**src/rtl/splc_pkg.sv**
```systemverilog
// Shared constants and codes of the slab point location search block.
package splc_pkg;

  localparam int unsigned MaxSegmentsDef = 64;

  localparam int unsigned CoordW  = 16;
  localparam int unsigned HeightW = 17;
  localparam int unsigned RegionW = 7;
  localparam int unsigned ReqW    = 2;
  localparam int unsigned StatusW = 2;

  localparam logic [HeightW-1:0] HeightOne = 17'h10000;

  localparam logic [ReqW-1:0] REQ_CLEAR  = 2'd0;
  localparam logic [ReqW-1:0] REQ_APPEND = 2'd1;
  localparam logic [ReqW-1:0] REQ_LOCATE = 2'd2;

  localparam logic [StatusW-1:0] STAT_FOUND = 2'd0;
  localparam logic [StatusW-1:0] STAT_ACK   = 2'd1;
  localparam logic [StatusW-1:0] STAT_ERROR = 2'd2;

endpackage

```
**src/rtl/slab_point_location_search_core.sv**
```systemverilog
// Top level of the slab point location search block: segment table and search sequencer.
// Clear, append and error returns make no probe; a locate makes P probes,
// at most ceil(log2(count + 1)) for count stored segments.
// Each probe is one table read, one registered multiply and one compare in the shared unit.
// in_stall_o is high until the result enters the output register, longer if it is stalled.
// Reset empties the table (count to zero); table contents are not cleared.
module slab_point_location_search_core #(
  parameter int unsigned MAX_SEGMENTS = splc_pkg::MaxSegmentsDef
) (
  input  logic                                clk_i,
  input  logic                                rst_ni,
  input  logic                                in_valid_i,
  output logic                                in_stall_o,
  input  logic        [splc_pkg::ReqW-1:0]    req_type_i,
  input  logic signed [splc_pkg::CoordW-1:0]  seg_bottom_x_i,
  input  logic signed [splc_pkg::CoordW-1:0]  seg_top_x_i,
  input  logic signed [splc_pkg::CoordW-1:0]  point_x_i,
  input  logic        [splc_pkg::HeightW-1:0] point_y_i,
  output logic                                out_valid_o,
  input  logic                                out_stall_i,
  output logic        [splc_pkg::RegionW-1:0] region_index_o,
  output logic        [splc_pkg::StatusW-1:0] status_o
);
  import splc_pkg::*;

  localparam int unsigned CntW = $clog2(MAX_SEGMENTS + 1);
  localparam int unsigned IdxW = (MAX_SEGMENTS > 1) ? $clog2(MAX_SEGMENTS) : 1;
  localparam logic [CntW-1:0] MaxCnt = CntW'(MAX_SEGMENTS);

  typedef enum logic [2:0] {
    S_IDLE,
    S_READ,
    S_MUL,
    S_CMP,
    S_DONE
  } state_e;

  state_e state_q;
  logic [CntW-1:0] count_q, lo_q, hi_q;
  logic [CntW-1:0] lo_nx, hi_nx, mid_cnt;
  logic [CntW:0]   mid_sum;
  logic [IdxW-1:0] mid_idx;
  logic signed [CoordW-1:0] px_q;
  logic [HeightW-1:0] py_q;
  logic [RegionW-1:0] res_region_q, out_region_q;
  logic [StatusW-1:0] res_status_q, out_status_q;
  logic out_valid_q;
  logic accept, full, wr_en, left;

  logic [2*CoordW-1:0] seg_mem [MAX_SEGMENTS];
  logic [2*CoordW-1:0] rd_q;

  assign accept  = in_valid_i && !in_stall_o;
  assign full    = count_q == MaxCnt;
  assign wr_en   = accept && (req_type_i == REQ_APPEND) && !full;
  assign mid_sum = {1'b0, lo_q} + {1'b0, hi_q};
  assign mid_idx = mid_sum[IdxW:1];
  assign mid_cnt = CntW'(mid_idx);
  assign lo_nx   = left ? mid_cnt + CntW'(1) : lo_q;
  assign hi_nx   = left ? hi_q : mid_cnt;

  always_ff @(posedge clk_i) begin
    if (wr_en) begin
      seg_mem[count_q[IdxW-1:0]] <= {seg_top_x_i, seg_bottom_x_i};
    end
    if (state_q == S_READ) begin
      rd_q <= seg_mem[mid_idx];
    end
  end

  splc_probe u_probe (
    .clk_i          (clk_i),
    .mul_en_i       (state_q == S_MUL),
    .seg_bottom_x_i (rd_q[CoordW-1:0]),
    .seg_top_x_i    (rd_q[2*CoordW-1:CoordW]),
    .point_x_i      (px_q),
    .point_y_i      (py_q),
    .left_o         (left)
  );

  always_ff @(posedge clk_i or negedge rst_ni) begin
    if (!rst_ni) begin
      state_q      <= S_IDLE;
      count_q      <= '0;
      out_valid_q  <= 1'b0;
      lo_q         <= '0;
      hi_q         <= '0;
      px_q         <= '0;
      py_q         <= '0;
      res_region_q <= '0;
      res_status_q <= STAT_ERROR;
      out_region_q <= '0;
      out_status_q <= STAT_ERROR;
    end else begin
      if (out_valid_q && !out_stall_i && state_q != S_DONE) begin
        out_valid_q <= 1'b0;
      end
      unique case (state_q)
        S_IDLE: begin
          if (accept) begin
            res_region_q <= '0;
            unique case (req_type_i)
              REQ_CLEAR: begin
                count_q      <= '0;
                res_status_q <= STAT_ACK;
                state_q      <= S_DONE;
              end
              REQ_APPEND: begin
                if (!full) begin
                  count_q      <= count_q + CntW'(1);
                  res_status_q <= STAT_ACK;
                end else begin
                  res_status_q <= STAT_ERROR;
                end
                state_q <= S_DONE;
              end
              REQ_LOCATE: begin
                if (count_q != '0) begin
                  lo_q    <= '0;
                  hi_q    <= count_q;
                  px_q    <= point_x_i;
                  py_q    <= (point_y_i > HeightOne) ? HeightOne : point_y_i;
                  state_q <= S_READ;
                end else begin
                  res_status_q <= STAT_ERROR;
                  state_q      <= S_DONE;
                end
              end
              default: begin
                res_status_q <= STAT_ERROR;
                state_q      <= S_DONE;
              end
            endcase
          end
        end
        S_READ: state_q <= S_MUL;
        S_MUL:  state_q <= S_CMP;
        S_CMP: begin
          lo_q <= lo_nx;
          hi_q <= hi_nx;
          if (lo_nx < hi_nx) begin
            state_q <= S_READ;
          end else begin
            res_region_q <= RegionW'(lo_nx);
            res_status_q <= STAT_FOUND;
            state_q      <= S_DONE;
          end
        end
        S_DONE: begin
          if (!out_valid_q || !out_stall_i) begin
            out_valid_q  <= 1'b1;
            out_region_q <= res_region_q;
            out_status_q <= res_status_q;
            state_q      <= S_IDLE;
          end
        end
        default: state_q <= S_IDLE;
      endcase
    end
  end

  assign in_stall_o     = state_q != S_IDLE;
  assign out_valid_o    = out_valid_q;
  assign region_index_o = out_region_q;
  assign status_o       = out_status_q;

endmodule

```
**src/rtl/splc_probe.sv**
```systemverilog
// Shared probe unit: registered interpolation product, then the left-of-point compare.
module splc_probe (
  input  logic                               clk_i,
  input  logic                               mul_en_i,
  input  logic signed [splc_pkg::CoordW-1:0] seg_bottom_x_i,
  input  logic signed [splc_pkg::CoordW-1:0] seg_top_x_i,
  input  logic signed [splc_pkg::CoordW-1:0] point_x_i,
  input  logic        [splc_pkg::HeightW-1:0] point_y_i,
  output logic                               left_o
);
  import splc_pkg::*;

  localparam int unsigned DiffW = CoordW + 1;
  localparam int unsigned PyW   = HeightW + 1;
  localparam int unsigned ProdW = DiffW + PyW;
  localparam int unsigned SumW  = ProdW + 1;

  logic signed [DiffW-1:0] diff;
  logic signed [PyW-1:0]   py_s;
  logic signed [ProdW-1:0] prod_d, prod_q;
  logic signed [CoordW-1:0] bx_q;
  logic signed [SumW-1:0]  lhs, rhs;

  assign diff   = {seg_top_x_i[CoordW-1], seg_top_x_i}
                - {seg_bottom_x_i[CoordW-1], seg_bottom_x_i};
  assign py_s   = {1'b0, point_y_i};
  assign prod_d = ProdW'(py_s) * ProdW'(diff);

  always_ff @(posedge clk_i) begin
    if (mul_en_i) begin
      prod_q <= prod_d;
      bx_q   <= seg_bottom_x_i;
    end
  end

  assign lhs = {{(SumW - CoordW - 16){point_x_i[CoordW-1]}}, point_x_i, 16'h0000};
  assign rhs = {{(SumW - CoordW - 16){bx_q[CoordW-1]}}, bx_q, 16'h0000}
             + {prod_q[ProdW-1], prod_q};

  assign left_o = lhs > rhs;

endmodule

```
**config.mk**
```make
export PLATFORM = sky130hd
export DESIGN_NAME = slab_point_location_search_core
export DESIGN_NICKNAME = d
export VERILOG_FILES = /design/src/rtl/splc_pkg.sv /design/src/rtl/slab_point_location_search_core.sv /design/src/rtl/splc_probe.sv
export SDC_FILE = /design/constraint.sdc
export NUM_CORES = 2
export LEC_CHECK = 0
export BUFFER_PORTS_ARGS = -buffer_cell sky130_fd_sc_hd__buf_2
export CORE_ASPECT_RATIO = 0.7
export CORE_MARGIN = 3
export CORE_UTILIZATION = 58
export CTS_CLUSTER_DIAMETER = 200
export DETAILED_ROUTE_END_ITERATION = 10
export PLACE_DENSITY_LB_ADDON = 0.3
export SYNTH_ARGS = -nofsm -noshare
export SYNTH_HDL_FRONTEND = slang
export SYNTH_SLANG_ARGS = --single-unit
```
**constraint.sdc**
```tcl
create_clock -name clk_i -period 15.7 [get_ports clk_i]
set_clock_uncertainty 0.15 [all_clocks]
set_input_delay 0.785 -clock clk_i [delete_from_list [all_inputs] [get_ports clk_i]]
set_output_delay 0.785 -clock clk_i [all_outputs]
set_load 0.02 [all_outputs]
```
==> results.md <==
- Die X: 493 um
- Wire per inst: around 31 um
- Final wirelength: around 240 mm
- Area of the multi-input gates: 28,700 sq um
- FF/Latch Area: 65,900 sq um
- TritonRoute pass-1 iters: 8
- Avg Synthesized Cell Area: 18.2 sq um
- Vias in the first global route: 51.5k
- Num rows: 124
- Critical path fanouts, max: 17
- Post-synth top area share: 66.5%
- Slew Limit Headroom: between 10% and 20%
- Ys async rst share: roughly 3.4%
- Die area: 171,000 sq um
- Worst path most repeated cell: fa_1
- Initial antenna violation count: 24
- Post-DP HPWL: approximately 140 mm
- GRT met1 Usage: 44.4%
- CP Class: reg2reg
- RSZ-0062 raised after global routing: no
- Post-synthesis instance area: 96,300 sq um
- Worst slew pin tran: about 1300 ps
- Status: finished, violations left
- Setup Total Neg Slack: 0 ps
- Max Buffers Root-to-Sink: 3
- Critical Path End Type: flip-flop
- Initial core utilization: roughly 59%
- Seq cells post-synth: 2,207
- Max-cap violations: 0
- Startpoint Class: flip-flop
- Slowest stage delay, CP: 660 ps
- Chip Height: 347 um
- Final setup viols: 0
- Main synth FF type: edfxtp_1
- Via/cell ratio: 6.52
- All-layer global routing usage: 29.1%
- First-pass GRT wire length: 358 mm
- Share of post-route cells with drive strength above 1: 20.5%
- WHS: 63.0 ps
- DR iter-0 viols: about 7.3k
- CTS tree: yes
- Number of synthesized flops with an enable pin: 2,131
- Via count: 51.3k
- Core box area: 164,000 sq um
- Mapped Nets: 5,790
- CP Data Arrival Time: 10,240 ps
- Met2 usage: 41.7%
- Fin crit share: between 60 and 70%
- Crit path required time: between 15,000 and 20,000 ps
- Largest area contributor in the netlist: edfxtp_1
- CTS H-Tree Depth: 4
- I/O pins: 82
- Failing checks: antenna rules
- Overflow after GRT: 0
- Final hold violations: 0
- Filler Cell Count: roughly 11k
- Slowest-stage cell, CP: or4b_2
- Grt met3 use: 7.81%
- Final nets: 5,985
- Hold Crit Class: in2reg
- Clk slew on worst S/H paths: 60 ps
- Final count of pins violating max slew: 0
- Clock Tree Root: clkbuf_16
- Busiest layer in global routing: met1
- Largest net degree at the start of global routing: 128
- Num CTS Buffers: 192
- GP Congestion: 0.885
- Distinct cells, synth: between 60 and 70
- Period minus WS final: 9810 ps
- Post-synthesis sequential area ratio: about two thirds
- Post-CTS sizing: 0
- Fmax: 102 MHz
- Antenna Nets Post-Route: 1
- YS warnings: 0
- Worst-Skew Late Latency: 840 ps
- Cells after synthesis: 5,295
- Area grow syn2layout: 10.8%
- # DRC: 0
- PortBufs: 81
- Clock Sinks: ~2.2k
- Synth area leaders: edfxtp_1, mux4_2, fa_1, ha_1, nand2_1
per-layer routing:
layer,share of wire [%],vias up
met5,0.034,-
met4,3.0,12
met3,12,397
met2,44,3136
met1,40,26800
li1,-,21000
area by class of cell:
| cell class | instances | area share (%) |
|---|---|---|
| well taps | 2205 | 2.59 |
| clock inverters | 112 | 1.00 |
| repair buffers | 258 | 1.73 |
| inverters | 339 | 1.20 |
| clock buffers | 244 | 4.77 |
| diodes | 15 | 0.0352 |
| multi-input cells | 2492 | 26.9 |
| flip-flops and latches | 2207 | 61.8 |
cell usage in the layout, fill, tap and decap left out, drive strengths merged, types with 38 or more instances in the layout:
cell / instances
buf: 233
mux4: 512
clkbuf: 244
a32oi: 128
a21oi: 64
fa: 227
edfxtp: 2131
mux2i: 151
nor2: 134
nand2: 498
nor2b: 44
ha: 197
and2: 81
inv: 345
clkinv: 81
o21ai: 53
dfrtp: 74
xnor2: 38
mux2: 45
cell usage after synthesis, types with 7 or more instances:
master,n
buf_1,53
nor3b_1,7
inv_1,338
nor2_1,134
nand2_1,498
and4_1,32
edfxtp_1,2131
ha_1,197
and2_1,79
or3_1,12
xnor2_1,38
buf_2,8
a32oi_1,128
mux4_2,512
o21ai_0,53
or2_2,11
nor2b_1,44
xor2_1,26
mux2i_1,150
o21a_1,14
a21oi_1,64
nand4_1,12
nor4_1,7
a21boi_0,7
clkbuf_1,193
nand3_1,22
a211oi_1,12
nor3_1,20
a21o_1,33
mux2_2,45
dfrtp_1,74
and3_1,7
nand2b_1,30
fa_1,227
worst paths after layout:
check	from	endpoint	slack, ps	depth (start not counted)
hold reg to reg	rd_q[2]	u_probe.bx_q[2]	300	0
setup / recovery	rd_q[1]	u_probe.prod_q[33]	5890	30
max in group asynchronous	rst_ni	hi_q[1]	14270	2
setup reg to reg	rd_q[1]	u_probe.prod_q[33]	5890	30
min in group asynchronous	rst_ni	px_q[6]	500	2
hold / removal	point_y_i[6]	py_q[6]	60	3
what timing repair did:
| item | 4_1_cts | 5_1_grt |
|---|---|---|
| hold buffers | 25 | 0 |
| setup endpoints to repair | 0 | 0 |
| setup buffers | 0 | 0 |
| hold endpoints to repair | 98 | 0 |
worst max-delay path: cells and delay by family, from the launching register on:
kind | cells | cell delay [ps]
AOI/OAI and AO/OA | 10 | 2740
adders and majority gates | 8 | 3510
buffers and inverters | 4 | 210
DFF | 1 | 400
muxes | 1 | 140
and+or+nand+nor | 7 | 2360
stage by stage:
step,util (%),instance area [sq um],cells,setup WS (ps)
final,65.0,107000,7872,5890
after global routing,65.0,107000,7857,5300
after CTS,65.0,107000,7857,6040
after detailed placement,61.1,100000,7476,6050
after global placement,61.1,100000,7476,6160
after floorplan,-,96300,5295,7240
cells by family after synthesis:
logic type | after synthesis | synth area share, %
AO/OA/AOI/OAI | 362 | 2.73
XOR/XNOR | 64 | 0.582
adder cells (fa/ha/maj) | 424 | 7.28
buffers and inverters | 596 | 2.36
flip-flops | 2207 | 68.4
multiplexers | 708 | 14.1
AND/OR/NAND/NOR | 934 | 4.51
flip-flops by register name (all words and copies together), names as in the netlist:
register / count
count_q: 7
hi_q: 7
lo_q: 7
out_valid_o: 1
px_q: 16
py_q: 17
rd_q: 32
region_index_o: 7
res_region_q: 7
res_status_q: 2
seg_mem: 2048
state_q: 3
status_o: 2
u_probe.bx_q: 16
u_probe.prod_q: 35
Power is not shown: default switching activity piles up to over one toggle a cycle in this logic, so the estimate is an artifact.
